===== src/design/rsd_ram.sv =====
`timescale 1ns / 1ps

module rsd_ram #(
  parameter int WIDTH = 8,
  parameter int DEPTH = 256
) (
  input  logic                     clk,
  input  logic                     we,
  input  logic [$clog2(DEPTH)-1:0] waddr,
  input  logic [WIDTH-1:0]         wdata,
  input  logic                     re,
  input  logic [$clog2(DEPTH)-1:0] raddr,
  output logic [WIDTH-1:0]         rdata
);

  logic [WIDTH-1:0] mem_r [DEPTH];
  logic [WIDTH-1:0] rdata_r;

  always_ff @(posedge clk) begin
    if (we) mem_r[waddr] <= wdata;
    if (re) rdata_r <= mem_r[raddr];
  end

  assign rdata = rdata_r;

endmodule


===== config.mk =====
export PLATFORM = sky130hd
export DESIGN_NAME = rsd_ram
export DESIGN_NICKNAME = d
export VERILOG_FILES = /design/src/design/rsd_ram.sv
export SDC_FILE = /design/constraint.sdc
export NUM_CORES = 2
export LEC_CHECK = 0
export BUFFER_PORTS_ARGS = -buffer_cell sky130_fd_sc_hd__buf_2
export CAP_MARGIN = 20
export CORE_MARGIN = 2
export CORE_UTILIZATION = 50
export DETAILED_ROUTE_END_ITERATION = 12
export GPL_ROUTABILITY_DRIVEN = 0
export HOLD_SLACK_MARGIN = 0.06
export MAX_ROUTING_LAYER = met4
export PLACE_DENSITY_LB_ADDON = 0.05
export SYNTH_ARGS = -nofsm -noshare
export SYNTH_HDL_FRONTEND = slang
export SYNTH_SLANG_ARGS = --single-unit

===== constraint.sdc =====
create_clock -name clk -period 3 [get_ports clk]
set_input_delay 0 -clock clk [delete_from_list [all_inputs] [get_ports clk]]
set_output_delay 0 -clock clk [all_outputs]
set_load 0.03 [all_outputs]

==> reports/metrics.csv <==
stage,metric,value,unit
clocking,cts_buffer_depth,3,
placed_design,dp_slack,-0.459,ns
routing,vias,40200,
routing,drt_iter0_markers,5003,
critical_path,cpMaxStageDelayCell,nor4_1,
timing,setup_slack,0.112,ns
placed_design,dp_hpwl,136,mm
clocking,clock_latency,0.84,ns
min_path,hp-class,in -> reg,
timing,fmax,346,MHz
critical_path,path_cells,"mux4_2, a22oi_1, a31oi_1, nor4_1, buf_4, nor4_1",
logic_synthesis,synth.avg_cell_area,21.3,um2
routing,via_per_inst,6.28,
cells_and_area,area_growth,15.0,%
grt,grt-ovfl-total,0,
logic_synthesis,async_reset_ff_share,0,%
flow_run,maxCapViolations,0,
routing,dr.pass1.iters,6,
clocking,clock_sink_count,2056,
placed_design,io_buffers,34,
power,p_leak,29.0,nW
timing,fin_worst_skew,0.0248,ns
logic_synthesis,synth_ff_type,edfxtp_1,
critical_path,crit_fanout,1,
die,dieHeight,403,um
power,switching_share,21.2,%
cells_and_area,nets,4189,
critical_path,end_kind,register,
routing,wirelength,211,mm
cells_and_area,layout.cells.non_filler,6406,
critical_path,critPathBufInv,1,
critical_path,slowest_delay,0.68,ns
die,rows,146,
routing,postRouteAntennaNets,0,
critical_path,critPathRequiredTime,3.53,ns
critical_path,r2r_cells,6,
power,combPwrFrac,5.3,%
grt,track_usage,27.1,%
timing,worst_hold_slack,0.191,ns
power,ir_drop,0.665,mV
cells_and_area,drive_gt1_share,27.6,%
power,p_clk_share,41.8,%
die,initial_utilization,50.3,%
die,core_area,158000,um2
logic_synthesis,ys_seq_area_share,77.5,%
routing,wl_per_cell,33.0,um
grt,antenna_found_initial,13,
clocking,clk_pin_slew,0.06,ns
power,internal-power,0.0473,W
placed_design,placed_cells,6006,
logic_synthesis,synth_nets,3760,
logic_synthesis,synth-seq-cells,2056,
logic_synthesis,ys_warn_count,0,
power,p_seq_share,52.8,%
logic_synthesis,synth_cell_type_count,54,
clocking,post-cts-setup-buffers,0,
outcome,outcome,finished clean,
clocking,tritoncts,built,
logic_synthesis,synth-edff-count,2056,
timing,min_period,2.89,ns
critical_path,cp_num_cells,6,
timing,period_share,96.3,%
clocking,cts_root_buffer,clkbuf_16,
critical_path,reg2reg_slack,0.11,ns
critical_path,crit_top_cell,nor4_1,
critical_path,cp_top_family,compound AO/OA/AOI/OAI gates,
die,ios,35,
timing,finalSetupViolCount,0,
timing,tightest_slew,1.07,ns
die,die_x,403,um
critical_path,crit_type,reg -> reg,
timing,rsz0062_at_grt,no,
logic_synthesis,synthCells,3733,
grt,grt_start_max_net_pins,130,
critical_path,cp_data_arrival_time,3.42,ns
timing,slew_viol_final,0,
clocking,h-tree-depth,4,
power,power.density,656,nW/um2
min_path,min_path_cells,2,
timing,relSlewSlack,28.9,%
grt,grt_pass1_wl,302,mm
die,dieArea,162000,um2
critical_path,critPathLaunchType,register,
power,p_total,0.0601,W
timing,hold_viol,0,
power,p_switching,0.0128,W
clocking,cts_buffers,206,
logic_synthesis,synthesis.area,79600,um2
routing,drcViolationCount,0,
grt,grt_pass1_vias,40900,
==> cell usage after synthesis, drive strengths merged, types with 10 or more instances <==
cell type,count,area (um2)
nor4,27,188
mux2i,134,1340
buf,122,1030
o211ai,10,75.1
o22ai,28,175
clkbuf,111,417
o21ai,12,60.1
a22oi,133,998
nor3,22,110
nand2,33,124
o221ai,47,418
nor2,282,1060
a21oi,96,480
nand3,34,170
mux4,456,10300
nand4,10,62.6
a221oi,14,129
a211oi,16,120
nor2b,31,194
edfxtp,2056,61700
==> stage by stage <==
stage	utilization (%)	instance area, um2	setup TNS (ns)
2_1_floorplan	-	79600	0
3_3_place_gp	53.6	84800	-2.15
3_5_place_dp	53.6	84800	-1.93
4_1_cts	57.9	91600	0
5_1_grt	57.9	91600	0
6_report	57.9	91600	0
==> cell type report <==
cell class	count	area [um2]
fillers	11500	66600
flip-flops and latches	2056	61700
multi-input cells	1442	16500
clock buffers	261	5470
repair buffers	454	4130
well taps	2072	2590
clock inverters	112	1120
diodes	7	17.5
inverters	2	7.51
==> layer usage <==
layer	share of wire, %	vias to the layer above	track usage [%]
li1	-	16600	-
met1	41	21500	38.1
met2	48	1793	41.9
met3	7.7	299	4.00
met4	2.9	0	7.83
met5	0	-	-
==> logic make-up (layout without fill, tap and decap cells) <==
group | Yosys count | count (layout) | synth area share, %
other cells | 0 | 7 | 0
compound gates | 385 | 385 | 3.42
mux | 591 | 591 | 14.6
simple gates | 466 | 466 | 2.63
buf+inv | 235 | 829 | 1.83
flops | 2056 | 2056 | 77.5
==> power by group through the flow <==
stage	logic (W)	clock network [W]	registers, W
floorplan	0.00154	0	0.0323
global placement	0.00315	0	0.0323
detailed placement	0.00321	0	0.0323
CTS	0.00324	0.0256	0.0317
global route	0.00337	0.0266	0.0317
finish	0.00321	0.0251	0.0317
==> cells in the final DEF, fill, tap and decap left out, types with 20 or more instances in the layout <==
| cell | netlist | layout |
|---|---|---|
| buf_4 | 27 | 347 |
| nor2b_1 | 31 | 28 |
| clkbuf_16 | 0 | 211 |
| o221ai_1 | 46 | 46 |
| clkinv_2 | 0 | 36 |
| dlygate4sd3_1 | 0 | 20 |
| clkinv_1 | 1 | 40 |
| nor3_1 | 22 | 21 |
| nor2_1 | 282 | 279 |
| nor4_1 | 24 | 20 |
| o22ai_1 | 28 | 28 |
| buf_2 | 31 | 24 |
| a22oi_1 | 133 | 133 |
| buf_12 | 8 | 53 |
| mux2i_1 | 134 | 134 |
| edfxtp_1 | 2056 | 2056 |
| a21oi_1 | 96 | 96 |
| clkbuf_1 | 111 | 50 |
| mux4_2 | 454 | 454 |
| nand3_1 | 34 | 34 |
| nand2_1 | 33 | 33 |
==> path summary, 6_finish.rpt <==
kind | from | endpoint
worst max register to register | mem_r[191][3] | rdata[3]
worst min register to register | mem_r[42][6] | rdata[6]
worst min-delay path | wdata[5] | mem_r[131][5]
worst max-delay path | mem_r[191][3] | rdata[3]
==> sequential cells by signal, summed over array words and instances (netlist names) <==
signal / cells
mem_r: 2048
rdata: 8
==> worst register-to-register path, delay by kind of cell (launching register included) <==
family,cells,cell delay (ns)
AND/OR/NAND/NOR,2,0.73
AO/OA/AOI/OAI,2,0.74
flip-flops,1,0.38
multiplexers,1,0.53
buffers and inverters,1,0.21
==> timing repair <==
item / CTS / global route
hold buffers: 20 / 0
hold endpoints to repair: 1536 / 0
gates resized for setup: 2 / 0
setup endpoints to repair: 2 / 0
(Power assumes the default switching activity.)
