`config.mk`:
```
export PLATFORM = sky130hd
export DESIGN_NAME = rsd_key_cell
export DESIGN_NICKNAME = d
export VERILOG_FILES = /design/src/design/rsd_pkg.sv /design/src/design/rsd_key_cell.sv
export SDC_FILE = /design/constraint.sdc
export NUM_CORES = 1
export LEC_CHECK = 0
export BUFFER_PORTS_ARGS = -buffer_cell sky130_fd_sc_hd__buf_2
export CAP_MARGIN = 40
export CORE_MARGIN = 2
export CORE_UTILIZATION = 55
export DETAILED_ROUTE_END_ITERATION = 6
export PLACE_DENSITY = 0.78
export SLEW_MARGIN = 20
export SYNTH_ARGS = -nofsm -noshare
export SYNTH_HDL_FRONTEND = slang
export SYNTH_SLANG_ARGS = --single-unit
```
`constraint.sdc`:
```
create_clock -name clk -period 2.6 [get_ports clk]
set_input_delay 0.26 -clock clk [delete_from_list [all_inputs] [get_ports clk]]
set_output_delay 0.26 -clock clk [all_outputs]
set_load 0.01 [all_outputs]
```
`src/design/rsd_pkg.sv`:
```
`timescale 1ns / 1ps

package rsd_pkg;

  localparam int CODE_LENGTH = 255;
  localparam int DATA_LENGTH = 223;
  localparam int CORRECTABLE = 16;
  localparam int NSYM        = 2 * CORRECTABLE;
  localparam int NCELL       = NSYM + 1;
  localparam int POS_W       = 8;
  localparam int LEN_W       = $clog2(NSYM + 1);
  localparam int NIDX_W      = $clog2(NSYM);
  localparam int CNT_W       = 5;
  localparam int ROOT_W      = $clog2(CORRECTABLE);

  localparam logic [8:0] GF_POLY = 9'h11D;
  localparam logic [7:0] GF_ONE  = 8'h01;
  localparam logic [7:0] GF_ALPHA = 8'h02;

  localparam logic [1:0] STAT_CLEAN = 2'd0;
  localparam logic [1:0] STAT_FIXED = 2'd1;
  localparam logic [1:0] STAT_FAIL  = 2'd2;

  typedef logic [7:0] gf_t;
  typedef logic [7:0] gf_tab_t [256];

  typedef enum logic [4:0] {
    ST_RECV, ST_CHECK, ST_BM_CLR, ST_BM_LOAD, ST_BM_DISC, ST_BM_FAC, ST_BM_UPD,
    ST_OM_CLR, ST_OM_LOAD, ST_OM_CALC, ST_DEG, ST_CH_RUN, ST_CH_DRAIN, ST_CH_END,
    ST_FIX_RD, ST_FIX_WR, ST_DONE
  } state_t;

  typedef enum logic [1:0] {SC_HOLD, SC_CLEAR, SC_ACC, SC_ROT} syn_op_t;

  typedef enum logic [2:0] {
    KC_HOLD, KC_INIT, KC_CLRSH, KC_SHIFT, KC_UPD, KC_OMPUSH, KC_MASK, KC_STEP
  } key_op_t;

  typedef struct packed {
    key_op_t op;
    gf_t     f;
    logic    upd;
    logic    swap;
  } key_cmd_t;

  function automatic gf_t gf_mul(gf_t a, gf_t b);
    logic [8:0] x;
    gf_t        r;
    x = {1'b0, a};
    r = '0;
    for (int k = 0; k < 8; k++) begin
      if (b[k]) r = r ^ x[7:0];
      x = {x[7:0], 1'b0};
      if (x[8]) x = x ^ GF_POLY;
    end
    return r;
  endfunction

  function automatic gf_tab_t gf_exp_build();
    gf_tab_t t;
    gf_t     x;
    x = GF_ONE;
    for (int k = 0; k < 256; k++) begin
      t[k] = x;
      x = gf_mul(x, GF_ALPHA);
    end
    return t;
  endfunction

  localparam gf_tab_t GF_EXP = gf_exp_build();

  function automatic gf_tab_t gf_inv_build();
    gf_tab_t t;
    t[0] = '0;
    for (int k = 0; k < 255; k++) t[GF_EXP[k]] = GF_EXP[(255 - k) % 255];
    return t;
  endfunction

  localparam gf_tab_t GF_INV = gf_inv_build();

endpackage

```
`src/design/rsd_key_cell.sv`:
```
`timescale 1ns / 1ps

module rsd_key_cell import rsd_pkg::*; (
  input  logic     clk,
  input  key_cmd_t cmd,
  input  gf_t      lam_prev,
  input  gf_t      bsh_prev,
  input  gf_t      sh_prev,
  input  gf_t      om_in,
  input  logic     lam_init,
  input  logic     bsh_init,
  input  logic     drop,
  input  gf_t      ainv,
  output gf_t      lam,
  output gf_t      bsh,
  output gf_t      sh,
  output gf_t      om,
  output gf_t      prod
);

  gf_t lam_r, lam_nxt;
  gf_t bsh_r, bsh_nxt;
  gf_t sh_r, sh_nxt;
  gf_t om_r, om_nxt;

  always_comb begin
    lam_nxt = lam_r;
    bsh_nxt = bsh_r;
    sh_nxt  = sh_r;
    om_nxt  = om_r;
    case (cmd.op)
      KC_INIT: begin
        lam_nxt = lam_init ? GF_ONE : '0;
        bsh_nxt = bsh_init ? GF_ONE : '0;
        sh_nxt  = '0;
      end
      KC_CLRSH: sh_nxt = '0;
      KC_SHIFT: sh_nxt = sh_prev;
      KC_UPD: begin
        if (cmd.upd) lam_nxt = lam_r ^ gf_mul(cmd.f, bsh_r);
        bsh_nxt = cmd.swap ? lam_prev : bsh_prev;
      end
      KC_OMPUSH: om_nxt = om_in;
      KC_MASK: begin
        if (drop) lam_nxt = '0;
      end
      KC_STEP: begin
        lam_nxt = gf_mul(lam_r, ainv);
        om_nxt  = gf_mul(om_r, ainv);
      end
      default: ;
    endcase
  end

  always_ff @(posedge clk) begin
    lam_r <= lam_nxt;
    bsh_r <= bsh_nxt;
    sh_r  <= sh_nxt;
    om_r  <= om_nxt;
  end

  assign lam  = lam_r;
  assign bsh  = bsh_r;
  assign sh   = sh_r;
  assign om   = om_r;
  assign prod = gf_mul(lam_r, sh_r);

endmodule
```
==> flow_metrics.env <==
export IMPL_wire_per_inst_um=16.3
export IMPL_hold_viol_final=0
export IMPL_setup_ws_ns=-0.0175
export IMPL_period_needed_ns=2.62
export IMPL_final_cells=1029
export IMPL_area_delta_synth_final_pct=17.1
export IMPL_start_kind="flop"
export IMPL_rows=38
export IMPL_critPathKind="reg2out"
export IMPL_synthMuxAreaShare_pct=4.44
export IMPL_whs_ns=0.248
export IMPL_drtPass1Iterations=7
export IMPL_grt_pass1_vias=5221
export IMPL_syn_nets=853
export IMPL_post_synth_and_or_nand_nor_area_fraction_pct=19.7
export IMPL_ys_ff_latch=32
export IMPL_cts_sinks=32
export IMPL_drive_gt1_share_pct=22.6
export IMPL_synth_flop_cell="edfxtp_1"
export IMPL_clockBufferDepth=2
export IMPL_cp_max_fo=9
export IMPL_max_stage_delay_ns=0.48
export IMPL_setup_worst_path_end_class="output port"
export IMPL_ctsRootBufferMaster="clkbuf_8"
export IMPL_drc=0
export IMPL_fin_crit_sh_pct=101
export IMPL_insertion_delay_ns=0.29
export IMPL_cp_cell_sequence="buf_6 > buf_4 > o22ai_1 > o21ai_1 > o211ai_1 > xor2_1 > xnor2_1 > xnor2_1 > buf_2"
export IMPL_dp_cells=1000
export IMPL_hold_class="in2reg"
export IMPL_power_leakage_nw=2.94
export IMPL_crit_buf_inv=3
export IMPL_critPathLaunch="lam[5]$_DFFE_PP_"
export IMPL_track_usage_pct=27.2
export IMPL_violations="negative setup slack"
export IMPL_cts_buffers=5
export IMPL_die_area_sq_um=11900
export IMPL_die_x_um=109
export IMPL_r2r_end="om[4]$_DFFE_PP_"
export IMPL_nets=945
export IMPL_vias=5681
export IMPL_ir_worst_vdd_uv=786
export IMPL_timing_fmax_mhz=382
export IMPL_synth_cell_type_count=42
export IMPL_wirelength_mm=16.8
export IMPL_drv_cap=0
export IMPL_critPathSlowestCell="edfxtp_1"
export IMPL_synthCells=796
export IMPL_cp_data_arrival_time_ns=2.36
export IMPL_dp_hpwl_mm=11.6
export IMPL_ios=97
export IMPL_synth_edf_count=32
export IMPL_cts_tree="yes"
export IMPL_rr_startpoint="om[6]$_DFFE_PP_"
export IMPL_r2r_cells=7
export IMPL_p_per_area_nw_per_um2=880
export IMPL_synth_top_family_by_area="XOR/XNOR gates"
export IMPL_port_buffers=96
export IMPL_synthAdderAreaFrac_pct=0
export IMPL_cts_max_level=2
export IMPL_cpMostUsedCell="xnor2_1"
export IMPL_synth_xor_area_share_pct=45.2
export IMPL_maxSlewHeadroom_pct=49.6
export IMPL_drv_slew=0
export IMPL_avgSynthCellArea_sq_um=7.64
export IMPL_synth_compound_area_share_pct=8.52
export IMPL_initial_core_util_pct=56.4
export IMPL_grt_ovfl_total=0
export IMPL_clk_pin_slew_ns=0.08
export IMPL_gp_congestion=0.897
export IMPL_async_flop_share_pct=0
export IMPL_ys_seq_area_share_pct=15.8
export IMPL_grt_pass1_wl_mm=25.7
export IMPL_antenna_found_initial=0
export IMPL_cts_hold_buffers=0
export IMPL_drt_initial_drc_count=552
export IMPL_status="finished with violations"
export IMPL_netlist_area_sq_um=6080
export IMPL_rrSetupSlack_ns=0.12
export IMPL_crit_family="XOR/XNOR gates"
export IMPL_hold_path_end="om[1]$_DFFE_PP_"
export IMPL_finalPower_mw=6.26
export IMPL_fin_skew_ns=0.0148
export IMPL_place_worst_setup_slack_ns=0.151
export IMPL_hp_start="om_in[1]"
export IMPL_worst_pin_slew_ns=0.753
export IMPL_cp_required_ns=2.34
export IMPL_synth_warnings=0
export IMPL_setup_violations=1
export IMPL_grt_max_degree=28
export IMPL_hold_depth=3
export IMPL_core_area_sq_um=10800
export IMPL_routed_via_density=5.52
export IMPL_antenna_cells=0
export IMPL_rsz0062_at_grt="true"
export IMPL_postRouteAntennaNets=0
export IMPL_die_h_um=109
[worst reg2reg max path, cell delays in order, from the launching register on]
cell,delay (ns)
edfxtp_1,0.72
xor2_2,0.26
xor2_1,0.37
nand2_1,0.12
xnor2_1,0.25
xnor2_1,0.17
xnor2_1,0.10
mux2_2,0.26
[report_power, final]
| part | switching, mW | total, mW | leakage [nW] | internal (mW) |
|---|---|---|---|---|
| Sequential | 0.129 | 0.772 | 0.292 | 0.643 |
| Combinational | 2.51 | 5.01 | 2.59 | 2.51 |
| Clock | 0.197 | 0.482 | 0.0552 | 0.285 |
[state kept, by name, indices dropped and copies added (netlist names)]
name and flops:
bsh 8, lam 8, om 8, sh 8
[cell usage after synthesis, types with 10 or more instances]
cell	instances	area [sq um]
a21oi_1	17	85.1
a22oi_1	10	75.1
and2_1	10	62.6
buf_2	20	100
clkbuf_1	30	113
edfxtp_1	32	961
mux2i_1	18	180
nand2_1	224	841
nand2b_1	11	68.8
nor2_1	18	67.6
o21ai_0	22	110
o22ai_1	11	68.8
xnor2_1	207	1810
xor2_1	65	569
[layer usage]
metal	vias to the layer above	GRT usage, %	part of all wire [%]
met3	45	3.17	7.8
met5	-	0	0
li1	2708	-	-
met2	306	45.6	49
met4	0	9.25	2.6
met1	2622	36.3	41
[through the flow]
stage / area, sq um / util [%] / setup TNS (ns)
CTS: 6920 / 64.1 / 0
floorplan: 6080 / - / 0
detailed placement: 6690 / 62.0 / 0
global route: 7120 / 66.0 / -0.340
global placement: 6690 / 62.0 / 0
finish: 7120 / 66.0 / -0.0175
[logic make-up (layout without fill, tap and decap cells)]
logic type / count (synthesis) / after routing
xor gates and xnor gates: 291 / 291
buffers and inverters: 78 / 171
and+or+nand+nor: 287 / 287
DFF: 32 / 32
muxes: 26 / 26
AOI/OAI and AO/OA: 82 / 82
[cells in the final DEF (no fill, tap or decap), drive strengths merged]
| master | n |
|---|---|
| bufinv | 1 |
| xnor2 | 216 |
| edfxtp | 32 |
| and2 | 10 |
| nor2b | 6 |
| inv | 9 |
| nand2b | 11 |
| or2 | 1 |
| o221ai | 4 |
| nand3b | 8 |
| buf | 154 |
| nand3 | 4 |
| clkinv | 1 |
| o221a | 1 |
| a221oi | 1 |
| nor3 | 1 |
| nand2 | 224 |
| and3b | 2 |
| a21oi | 17 |
| nor2 | 18 |
| mux2 | 8 |
| a21o | 1 |
| xor2 | 73 |
| a311oi | 3 |
| clkbuf | 6 |
| o211a | 1 |
| o22a | 1 |
| xnor3 | 2 |
| a22oi | 10 |
| o311ai | 1 |
| mux2i | 18 |
| o22ai | 11 |
| o21ai | 24 |
| o211ai | 7 |
| nor3b | 2 |
[worst max path at each step]
stage	endpoint	slack, ns	cells after the start
4_1_cts	prod[2]	0.01	7
3_3_place_gp	lam[4]$_DFFE_PP_	0.21	8
2_1_floorplan	prod[5]	0.36	7
6_report	prod[2]	-0.02	9
3_5_place_dp	lam[3]$_DFFE_PP_	0.15	8
5_1_grt	prod[2]	-0.12	9
[timing repair]
action	4_1_cts	5_1_grt
resized for setup	4	20
setup endpoints to repair	6	6
setup buffers	11	10
pin swaps	3	14
cloned	0	0
[area by class of cell]
| type | instances | area (sq um) |
|---|---|---|
| Clock buffer | 6 | 72.6 |
| Inverter | 9 | 33.8 |
| Timing Repair Buffer | 154 | 968 |
| Clock inverter | 2 | 35.0 |
| Multi-Input combinational cell | 686 | 4870 |
| Sequential cell | 32 | 961 |
| Fill cell | 854 | 3670 |
| Tap cell | 140 | 175 |
Note: power is estimated with default switching activity, not from simulation.
