$ cat config.mk
export PLATFORM = sky130hd
export DESIGN_NAME = rsd_syn_cell
export DESIGN_NICKNAME = d
export VERILOG_FILES = /design/src/design/rsd_pkg.sv /design/src/design/rsd_syn_cell.sv
export SDC_FILE = /design/constraint.sdc
export NUM_CORES = 1
export LEC_CHECK = 0
export BUFFER_PORTS_ARGS = -buffer_cell sky130_fd_sc_hd__buf_2
export CORE_MARGIN = 8
export CORE_UTILIZATION = 37
export DETAILED_ROUTE_END_ITERATION = 10
export GPL_TIMING_DRIVEN = 1
export RECOVER_POWER = 25
export REMOVE_ABC_BUFFERS = 1
export SYNTH_ARGS = -nofsm -noshare
export SYNTH_HDL_FRONTEND = slang
export SYNTH_SLANG_ARGS = --single-unit
$ cat constraint.sdc
create_clock -name clk -period 6.2 [get_ports clk]
set_input_delay 0.62 -clock clk [delete_from_list [all_inputs] [get_ports clk]]
set_output_delay 0.62 -clock clk [all_outputs]
set_load 0.005 [all_outputs]
$ cat src/design/rsd_pkg.sv
`timescale 1ns / 1ps

package rsd_pkg;

  localparam int CODE_LENGTH = 255;
  localparam int DATA_LENGTH = 223;
  localparam int CORRECTABLE = 16;
  localparam int NSYM        = 2 * CORRECTABLE;
  localparam int NCELL       = NSYM + 1;
  localparam int POS_W       = 8;
  localparam int LEN_W       = $clog2(NSYM + 1);
  localparam int NIDX_W      = $clog2(NSYM);
  localparam int CNT_W       = 5;
  localparam int ROOT_W      = $clog2(CORRECTABLE);

  localparam logic [8:0] GF_POLY = 9'h11D;
  localparam logic [7:0] GF_ONE  = 8'h01;
  localparam logic [7:0] GF_ALPHA = 8'h02;

  localparam logic [1:0] STAT_CLEAN = 2'd0;
  localparam logic [1:0] STAT_FIXED = 2'd1;
  localparam logic [1:0] STAT_FAIL  = 2'd2;

  typedef logic [7:0] gf_t;
  typedef logic [7:0] gf_tab_t [256];

  typedef enum logic [4:0] {
    ST_RECV, ST_CHECK, ST_BM_CLR, ST_BM_LOAD, ST_BM_DISC, ST_BM_FAC, ST_BM_UPD,
    ST_OM_CLR, ST_OM_LOAD, ST_OM_CALC, ST_DEG, ST_CH_RUN, ST_CH_DRAIN, ST_CH_END,
    ST_FIX_RD, ST_FIX_WR, ST_DONE
  } state_t;

  typedef enum logic [1:0] {SC_HOLD, SC_CLEAR, SC_ACC, SC_ROT} syn_op_t;

  typedef enum logic [2:0] {
    KC_HOLD, KC_INIT, KC_CLRSH, KC_SHIFT, KC_UPD, KC_OMPUSH, KC_MASK, KC_STEP
  } key_op_t;

  typedef struct packed {
    key_op_t op;
    gf_t     f;
    logic    upd;
    logic    swap;
  } key_cmd_t;

  function automatic gf_t gf_mul(gf_t a, gf_t b);
    logic [8:0] x;
    gf_t        r;
    x = {1'b0, a};
    r = '0;
    for (int k = 0; k < 8; k++) begin
      if (b[k]) r = r ^ x[7:0];
      x = {x[7:0], 1'b0};
      if (x[8]) x = x ^ GF_POLY;
    end
    return r;
  endfunction

  function automatic gf_tab_t gf_exp_build();
    gf_tab_t t;
    gf_t     x;
    x = GF_ONE;
    for (int k = 0; k < 256; k++) begin
      t[k] = x;
      x = gf_mul(x, GF_ALPHA);
    end
    return t;
  endfunction

  localparam gf_tab_t GF_EXP = gf_exp_build();

  function automatic gf_tab_t gf_inv_build();
    gf_tab_t t;
    t[0] = '0;
    for (int k = 0; k < 255; k++) t[GF_EXP[k]] = GF_EXP[(255 - k) % 255];
    return t;
  endfunction

  localparam gf_tab_t GF_INV = gf_inv_build();

endpackage

$ cat src/design/rsd_syn_cell.sv
`timescale 1ns / 1ps

module rsd_syn_cell import rsd_pkg::*; (
  input  logic    clk,
  input  logic    rst_n,
  input  syn_op_t op,
  input  gf_t     sym,
  input  gf_t     step,
  input  gf_t     rot_in,
  output gf_t     acc
);

  gf_t acc_r, acc_nxt;
  gf_t pw_r, pw_nxt;

  always_comb begin
    acc_nxt = acc_r;
    pw_nxt  = pw_r;
    case (op)
      SC_CLEAR: begin
        acc_nxt = '0;
        pw_nxt  = GF_ONE;
      end
      SC_ACC: begin
        acc_nxt = acc_r ^ gf_mul(sym, pw_r);
        pw_nxt  = gf_mul(pw_r, step);
      end
      SC_ROT:  acc_nxt = rot_in;
      default: ;
    endcase
  end

  always_ff @(posedge clk) begin
    if (!rst_n) begin
      acc_r <= '0;
      pw_r  <= GF_ONE;
    end else begin
      acc_r <= acc_nxt;
      pw_r  <= pw_nxt;
    end
  end

  assign acc = acc_r;

endmodule

==> results of run 1 <==
[sequential cells by signal (all words and copies together), names as in the netlist]
signal	count
acc	8
pw_r	8
[critical path: stages, from the launching register on]
cell	delay, ps
dfxtp_1	1010
nand2_1	150
xnor3_1	440
xnor3_1	350
a21o_1	180
a22o_1	160
and2_1	140
[cell usage in the layout (no fill, tap or decap), types with 3 or more instances in the layout]
master | synthesis | final
mux2_2 | 8 | 8
and3_1 | 3 | 3
buf_4 | 9 | 3
a21oi_1 | 12 | 12
a221oi_1 | 3 | 3
nor2b_1 | 3 | 3
a22oi_1 | 4 | 4
clkbuf_1 | 8 | 5
clkbuf_8 | 0 | 3
nor2_1 | 10 | 10
inv_1 | 8 | 8
nand2_1 | 104 | 104
mux2i_1 | 9 | 9
xnor2_1 | 103 | 103
xor2_2 | 3 | 3
buf_2 | 14 | 30
nor3b_1 | 4 | 4
xor2_1 | 29 | 29
ha_1 | 3 | 3
dfxtp_1 | 16 | 16
o22ai_1 | 5 | 5
xnor3_1 | 10 | 10
nand3_1 | 7 | 7
a22o_1 | 8 | 8
o21ai_0 | 13 | 13
[final cells by class]
type                       instances  area share
sequential                        16      0.0939
multi-input combinational        361       0.789
inverter                           8     0.00880
tap                              108      0.0396
clock buffer                       3      0.0121
timing repair buffer              38      0.0561
[Yosys cell counts (3+ instances only)]
cell,number,area share
xnor2_1,103,0.27
a21oi_1,12,0.018
buf_6,6,0.021
and3_1,3,0.0057
nor2_1,10,0.011
nor2b_1,3,0.0057
nand2_1,104,0.12
xnor3_1,10,0.068
clkbuf_1,8,0.0091
ha_1,3,0.011
mux2_2,8,0.027
a22o_1,8,0.021
buf_4,9,0.021
xor2_1,29,0.077
xor2_2,3,0.015
nand3_1,7,0.011
nor3b_1,4,0.0091
dfxtp_1,16,0.097
o22ai_1,5,0.0095
mux2i_1,9,0.027
inv_1,8,0.0091
a221oi_1,3,0.0080
o21ai_0,13,0.020
buf_2,14,0.021
a22oi_1,4,0.0091
[cells by family after synthesis]
kind of cell / after synthesis
compound gates: 52
simple gates: 138
fa+ha+maj: 3
flops: 16
buf+inv: 48
xor+xnor: 150
mux: 18
[report_power, final]
part | internal [W] | total [W] | switching [W]
registers | 0.000114 | 0.000143 | 0.0000289
clock network | 0.0000431 | 0.0000787 | 0.0000357
logic | 0.000264 | 0.000511 | 0.000248
total | 0.000421 | 0.000733 | 0.000312
[worst paths after layout]
path | from | end | slack [ps] | cells past startpoint
worst max-delay path | pw_r[5] | acc[1] | 3660 | 6
worst min-delay path | acc[7] | acc[7] | 520 | 2
worst max register to register | pw_r[5] | acc[1] | 3660 | 6
worst min register to register | acc[7] | acc[7] | 520 | 2
[per-layer routing]
| layer | up-vias | track usage | part of all wire |
|---|---|---|---|
| li1 | 1372 | - | - |
| met1 | 1292 | 0.171 | 0.46 |
| met2 | 60 | 0.244 | 0.48 |
| met3 | 8 | 0.0198 | 0.041 |
| met4 | 0 | 0.0228 | 0.014 |
| met5 | - | 0 | 0 |
[per-stage QoR]
step / power [W] / utilization / hold slack, ps / setup WS, ps
CTS: 0.000740 / 0.394 / 523 / 3670
floorplan: 0.000546 / - / 504 / 3870
detailed placement: 0.000659 / 0.389 / 514 / 3540
global placement: 0.000654 / 0.389 / 506 / 3550
global route: 0.000791 / 0.393 / 548 / 3430
finish: 0.000733 / 0.393 / 523 / 3660
==> flow_metrics.env, run 1 <==
export IMPL_routedWlPerCell_um=15.1
export IMPL_synth_cell_type_count=42
export IMPL_ys_flop_type="dfxtp_1"
export IMPL_fin_crit_ps=2540
export IMPL_die_width_um=110
export IMPL_grt_overflow_total=0
export IMPL_syn_area_um2=3290
export IMPL_ys_seq_area_frac=0.0973
export IMPL_root_buffer="clkbuf_8"
export IMPL_die_height_um=110
export IMPL_muxShareOfSynthArea=0.0582
export IMPL_fin_cells=534
export IMPL_h_tree_depth=1
export IMPL_drt_iter0_drc=147
export IMPL_synthToLayoutAreaGrowth_pct=3.65
export IMPL_rows=34
export IMPL_syn_inst=425
export IMPL_vias_per_cell=5.12
export IMPL_cts_tree="built"
export IMPL_grt_first_pass_wirelength_mm=13.4
export IMPL_max_clock_path_buffers=2
export IMPL_ant_nets=0
export IMPL_worst_pin_slew_ps=1050
export IMPL_via_count=2732
export IMPL_final_max_slew_violation_count=0
export IMPL_cts_sinks=16
export IMPL_drt_pass1_iterations=4
export IMPL_n_antenna_cell=0
export IMPL_grt_pass1_vias=2769
export IMPL_status="finished clean"
export IMPL_layout_drive_gt1_share=0.122
export IMPL_n_fill_cell=924
export IMPL_cts_made_buffers=3
export IMPL_ys_seq_elements=16
export IMPL_cp_arrival_ps=2690
export IMPL_place_area_um2=3380
export IMPL_start_util=0.379
export IMPL_core_area_um2=8680
export IMPL_cts_clk_slew_worst_paths_ps=60
export IMPL_drc=0
export IMPL_setup_viol=0
export IMPL_powerDensity_nw_per_um2=215
export IMPL_synth_compound_area_frac=0.105
export IMPL_maxCapViolCount=0
export IMPL_synth_edf_count=0
export IMPL_grt_max_degree=27
export IMPL_synthXorXnorAreaFrac=0.468
export IMPL_tns_ps=0
export IMPL_nNetsFinal=459
export IMPL_clk_latency_ps=250
export IMPL_io_buffers=35
export IMPL_synth_warnings=0
export IMPL_synthAdderAreaFrac=0.0114
export IMPL_p_leak_nw=1.30
export IMPL_die_area_um2=12200
export IMPL_cts_resized=0
export IMPL_async_flop_share=0
export IMPL_track_usage=0.136
export IMPL_postCtsSetupRepairBufs=0
export IMPL_dpl_cell_count=531
export IMPL_post_cts_hold_buffer_count=0
export IMPL_hpwl_mm=5.88
export IMPL_syn_avg_cell_area_um2=7.74
export IMPL_required_ps=6350
export IMPL_finalCritPeriodShare=0.410
export IMPL_totalWireLength_mm=8.04
export IMPL_min_path_type="flop to flop"
export IMPL_hold_violations=0
export IMPL_stdcell_area_um2=3410
export IMPL_fin_skew_ps=3.51
export IMPL_rsz0062_at_grt="no"
export IMPL_cp_start_kind="flop"
export IMPL_synth_simple_area_share=0.175
export IMPL_peakVddDrop_mv=0.0801
export IMPL_antenna_found_initial=0
export IMPL_crit_fanout=24
export IMPL_place_gp_congestion=0.858
export IMPL_crit_type="flop to flop"
export IMPL_endpoint_kind="flop"
export IMPL_max_clock_freq_mhz=393
export IMPL_multi_input_area_um2=2690
export IMPL_ios=36
export IMPL_register_area_um2=320
export IMPL_slew_headroom=0.298
export IMPL_synth_top_family_by_area="XOR/XNOR gates"
Note: power is estimated with default switching activity, not from simulation.
==> run 2: changes to the inputs <==
- clock period: 6.2 -> 2.4 ns (I/O delays scaled with it)
==> flow_metrics.env, run 2 (synthesis results as in run 1) <==
export IMPL_status="finished clean"
export IMPL_stdcell_area_um2=3580
export IMPL_totalWireLength_mm=8.80
export IMPL_finalCritPeriodShare=0.909
export IMPL_root_buffer="clkbuf_8"
export IMPL_p_int_w=0.00117
export IMPL_n_fill_cell=917
export IMPL_die_height_um=110
export IMPL_post_cts_hold_buffer_count=0
export IMPL_power_switching_w=0.000860
export IMPL_cp_start_kind="flop"
export IMPL_max_clock_freq_mhz=459
export IMPL_drt_pass1_iterations=4
export IMPL_routedWlPerCell_um=15.9
export IMPL_tns_ps=0
export IMPL_maxCapViolCount=0
export IMPL_fin_cells=552
export IMPL_clk_latency_ps=260
export IMPL_top_usage_layer="met2"
export IMPL_hold_violations=0
export IMPL_rsz0062_at_grt="no"
export IMPL_io_buffers=35
export IMPL_crit_type="flop to flop"
export IMPL_cp_arrival_ps=2340
export IMPL_antenna_found_initial=0
export IMPL_setup_viol=0
export IMPL_layout_drive_gt1_share=0.158
export IMPL_fin_crit_ps=2180
export IMPL_nNetsFinal=476
export IMPL_slew_headroom=0.668
export IMPL_final_max_slew_violation_count=0
export IMPL_n_antenna_cell=0
export IMPL_ant_nets=0
export IMPL_use_met1=0.183
export IMPL_grt_pass1_vias=2896
export IMPL_crit_fanout=20
export IMPL_endpoint_kind="flop"
export IMPL_postCtsSetupRepairBufs=0
export IMPL_powerDensity_nw_per_um2=569
export IMPL_holdWs_ps=245
export IMPL_grt_overflow_total=0
export IMPL_rows=34
export IMPL_dpl_cell_count=548
export IMPL_h_tree_depth=1
export IMPL_cts_tree="built"
export IMPL_cts_sinks=16
export IMPL_p_comb_frac=0.706
export IMPL_fin_skew_ps=6.51
export IMPL_required_ps=2560
export IMPL_cts_made_buffers=3
export IMPL_synthToLayoutAreaGrowth_pct=8.71
export IMPL_reg2reg_slack_ps=220
export IMPL_max_clock_path_buffers=2
export IMPL_p_seq_frac=0.165
export IMPL_place_area_um2=3530
export IMPL_die_area_um2=12200
export IMPL_grt_first_pass_wirelength_mm=14.4
export IMPL_cts_resized=0
export IMPL_final_cell_mix="nand2_1 (104), xnor2_1 (103), buf_2 (30)"
export IMPL_min_path_type="input port to flop"
export IMPL_gr_usage_met3=0.0145
export IMPL_final_common_cell="nand2_1"
export IMPL_ios=36
export IMPL_cts_clk_slew_worst_paths_ps=80
export IMPL_drt_iter0_drc=111
export IMPL_core_area_um2=8680
export IMPL_swShare=0.423
export IMPL_die_width_um=110
export IMPL_drc=0
export IMPL_p_leak_nw=1.41
export IMPL_start_util=0.379
export IMPL_use_met2=0.266
export IMPL_peakVddDrop_mv=0.244
export IMPL_worst_pin_slew_ps=497
export IMPL_place_gp_congestion=0.851
export IMPL_hpwl_mm=6.59
export IMPL_via_count=2843
export IMPL_vias_per_cell=5.15
export IMPL_grt_max_degree=24
export IMPL_track_usage=0.147
export IMPL_clockPowerShare=0.129
-- run 2: cell count changes in the layout (fill, tap and decap cells not counted) --
cell,previous run,this run
buf_12,0,2
buf_4,3,18
clkbuf_8,3,4
-- run 2: path summary, 6_finish.rpt --
path / startpoint / endpoint / cells after the start
min reg2reg: acc[7] / acc[7] / 2
max reg2reg: pw_r[4] / pw_r[3] / 8
min: rot_in[7] / acc[7] / 3
max: pw_r[4] / pw_r[3] / 8
-- run 2: layer usage --
metal / wire, um / vias to the layer above
met5: 0 / -
met4: 151 / 0
met3: 332 / 10
met2: 4380 / 58
met1: 3940 / 1372
li1: - / 1403
-- run 2: cell type report --
type	instances	area (um2)	area share
multi-input cells	361	2690	0.753
repair buffers	55	344	0.0962
flip-flops and latches	16	320	0.0895
well taps	108	135	0.0378
clock buffers	4	55.1	0.0154
inverters	8	30.0	0.00839
-- run 2: worst max-delay path, cell delays in order, from the launching register on --
cell     delay [ps]
dfxtp_1         430
buf_4           320
xnor2_1         200
xnor2_1         150
nand2_1          80
xnor2_1         220
xnor3_1         350
xnor2_1         140
a22o_1          190
-- run 2: stage by stage --
| step | power (W) | utilization | setup WS, ps |
|---|---|---|---|
| 2_1_floorplan | 0.00141 | - | 66.7 |
| 3_3_place_gp | 0.00176 | 0.407 | 239 |
| 3_5_place_dp | 0.00178 | 0.407 | 181 |
| 4_1_cts | 0.00205 | 0.413 | 210 |
| 5_1_grt | 0.00217 | 0.412 | 79.6 |
| 6_report | 0.00203 | 0.412 | 219 |
-- run 2: power by group through the flow --
stage	Clock, W	Combinational (W)	Sequential [W]
2_1_floorplan	0	0.00103	0.000381
3_3_place_gp	0	0.00142	0.000340
3_5_place_dp	0	0.00143	0.000341
4_1_cts	0.000264	0.00145	0.000335
5_1_grt	0.000275	0.00156	0.000340
6_report	0.000263	0.00144	0.000335
==> run 3: changes to the inputs <==
- ABC_AREA: default -> 1
==> flow_metrics.env, run 3 <==
export IMPL_p_leak_nw=2.02
export IMPL_grt_max_degree=13
export IMPL_drc=0
export IMPL_synthToLayoutAreaGrowth_pct=8.87
export IMPL_hold_violations=0
export IMPL_io_buffers=35
export IMPL_wl_met1_mm=5.51
export IMPL_start_util=0.380
export IMPL_met2_length_mm=4.78
export IMPL_syn_area_um2=3700
export IMPL_post_place_ws_ps=274
export IMPL_layout_drive_gt1_share=0.124
export IMPL_async_flop_share=0
export IMPL_final_max_slew_violation_count=0
export IMPL_place_area_um2=3970
export IMPL_cts_sinks=16
export IMPL_grt_first_pass_wirelength_mm=18.1
export IMPL_p_seq_frac=0.189
export IMPL_worst_pin_slew_ps=445
export IMPL_clockPowerShare=0.144
export IMPL_routedWlPerCell_um=13.0
export IMPL_power_switching_w=0.000875
export IMPL_ys_flop_type="dfxtp_1"
export IMPL_crit_fanout=6
export IMPL_final_cell_mix="nand2_1 (280), nand3_1 (81), inv_1 (69)"
export IMPL_maxCapViolCount=0
export IMPL_wl_met3_um=726
export IMPL_yosysMostFrequentCell="nand2_1"
export IMPL_peakVddDrop_mv=0.167
export IMPL_powerDensity_nw_per_um2=430
export IMPL_drt_pass1_iterations=7
export IMPL_synth_cell_type_count=34
export IMPL_finalCritPeriodShare=0.898
export IMPL_core_area_um2=9730
export IMPL_ios=36
export IMPL_top_layer_used="met4"
export IMPL_n_fill_cell=1119
export IMPL_tns_ps=0
export IMPL_cp_start_kind="flop"
export IMPL_p_int_w=0.000855
export IMPL_max_clock_freq_mhz=464
export IMPL_syn_avg_cell_area_um2=5.40
export IMPL_p_comb_frac=0.667
export IMPL_syn_inst=685
export IMPL_cts_tree="built"
export IMPL_synth_area_top_cells="nand2_1 (28%), nand3_1 (11%), xnor2_1 (9.2%), dfxtp_1 (8.7%), xor2_1 (7.6%)"
export IMPL_synth_top_area_cell="nand2_1"
export IMPL_synth_top_area_share=0.284
export IMPL_die_height_um=116
export IMPL_rows=36
export IMPL_power_w=0.00173
export IMPL_h_tree_depth=1
export IMPL_synth_top_cells_by_count="nand2_1 (280), nand3_1 (81), inv_1 (69), xnor2_1 (39), nor2_1 (37)"
export IMPL_min_path_type="input port to flop"
export IMPL_synth_warnings=0
export IMPL_vias_per_cell=4.83
export IMPL_timing_final_ws_setup_ps=245
export IMPL_setup_viol=0
export IMPL_die_area_um2=13400
export IMPL_n_antenna_cell=0
export IMPL_drt_iter0_drc=347
export IMPL_place_gp_congestion=0.919
export IMPL_required_ps=2530
export IMPL_ys_seq_area_frac=0.0867
export IMPL_grt_overflow_total=0
export IMPL_swShare=0.506
export IMPL_final_common_cell="nand2_1"
export IMPL_ant_nets=0
export IMPL_cts_made_buffers=3
export IMPL_cp_arrival_ps=2280
export IMPL_nNetsFinal=749
export IMPL_stdcell_area_um2=4020
export IMPL_slew_headroom=0.703
export IMPL_reg2reg_slack_ps=240
export IMPL_die_width_um=116
export IMPL_track_usage=0.164
export IMPL_grt_pass1_vias=3774
export IMPL_totalWireLength_mm=11.1
export IMPL_fin_crit_ps=2160
export IMPL_clk_latency_ps=250
export IMPL_cts_clk_slew_worst_paths_ps=70
export IMPL_root_buffer="clkbuf_8"
export IMPL_status="finished clean"
export IMPL_post_cts_hold_buffer_count=0
export IMPL_fin_skew_ps=5.85
export IMPL_via_count=4109
export IMPL_endpoint_kind="flop"
export IMPL_max_clock_path_buffers=2
export IMPL_postCtsSetupRepairBufs=0
export IMPL_antenna_found_initial=0
export IMPL_crit_type="flop to flop"
export IMPL_ys_seq_elements=16
export IMPL_rsz0062_at_grt="no"
export IMPL_hpwl_mm=9.14
export IMPL_synth_edf_count=0
[run 3: cell count changes in the layout (fill, tap and decap cells not counted), sizes merged, moves of 5 or more]
cell / previous run / this run
o22ai: 5 / 0
mux2: 9 / 0
nor2: 10 / 39
mux2i: 9 / 0
a21oi: 12 / 26
inv: 8 / 77
nand2: 104 / 301
or2: 0 / 5
xnor3: 10 / 0
nand3: 7 / 83
a22o: 8 / 0
nand3b: 0 / 10
xnor2: 105 / 40
[run 3: final timing paths]
kind / cells past startpoint / start / to
worst max-delay path: 14 / pw_r[7] / pw_r[2]
worst min-delay path: 3 / rot_in[6] / acc[6]
worst max register to register: 14 / pw_r[7] / pw_r[2]
worst min register to register: 2 / acc[4] / acc[4]
[run 3: through the flow]
step,hold slack (ps),util,instances
2_1_floorplan,378,-,664
3_3_place_gp,526,0.408,846
3_5_place_dp,535,0.408,846
4_1_cts,271,0.414,850
5_1_grt,287,0.414,850
6_report,276,0.414,850
[run 3: worst max-delay path, cell delays in order, from the launching register on]
cell	delay [ps]
dfxtp_1	510
buf_4	230
nand2_1	80
nand2_1	80
nand2_1	70
nand2_1	90
nand2_2	80
nand2_4	110
clkinv_2	110
nand2_1	70
nand3_1	80
xor2_1	240
nand3_1	100
nand3_1	100
a21oi_1	60
[run 3: logic make-up (layout without fill, tap and decap cells)]
family,Yosys count,count (layout),synth area share
AND/OR/NAND/NOR,444,444,0.524
buffers and inverters,100,132,0.129
XOR/XNOR,74,74,0.181
AO/OA/AOI/OAI,48,48,0.0684
flip-flops,16,16,0.0867
adder cells (fa/ha/maj),3,3,0.0102
[run 3: routing by layer]
layer  global-route usage  vias up
met1                0.229     1810
li1                     -     2181
met2                0.268      112
met4               0.0216        0
met3               0.0198        6
met5                    0        -
[run 3: layout make-up]
cell class | count | area (um2) | share of cell area
well taps | 133 | 166 | 0.0414
inverters | 79 | 308 | 0.0765
repair buffers | 49 | 275 | 0.0684
flip-flops and latches | 16 | 322 | 0.0799
clock buffers | 4 | 55.1 | 0.0137
multi-input cells | 569 | 2900 | 0.720
[run 3: what timing repair did]
action                                  in CTS  in global routing
endpoints found under the setup margin       0                  1
endpoints found under the hold margin        0                  0
gates resized for setup                      0                  1
[run 3: power groups by stage]
| stage | clock network [W] | registers [W] | logic, W |
|---|---|---|---|
| final | 0.000248 | 0.000328 | 0.00115 |
| after floorplan | 0 | 0.000335 | 0.000844 |
| after detailed placement | 0 | 0.000333 | 0.00115 |
| after global placement | 0 | 0.000331 | 0.00114 |
| after CTS | 0.000257 | 0.000327 | 0.00115 |
| after global routing | 0.000270 | 0.000333 | 0.00132 |
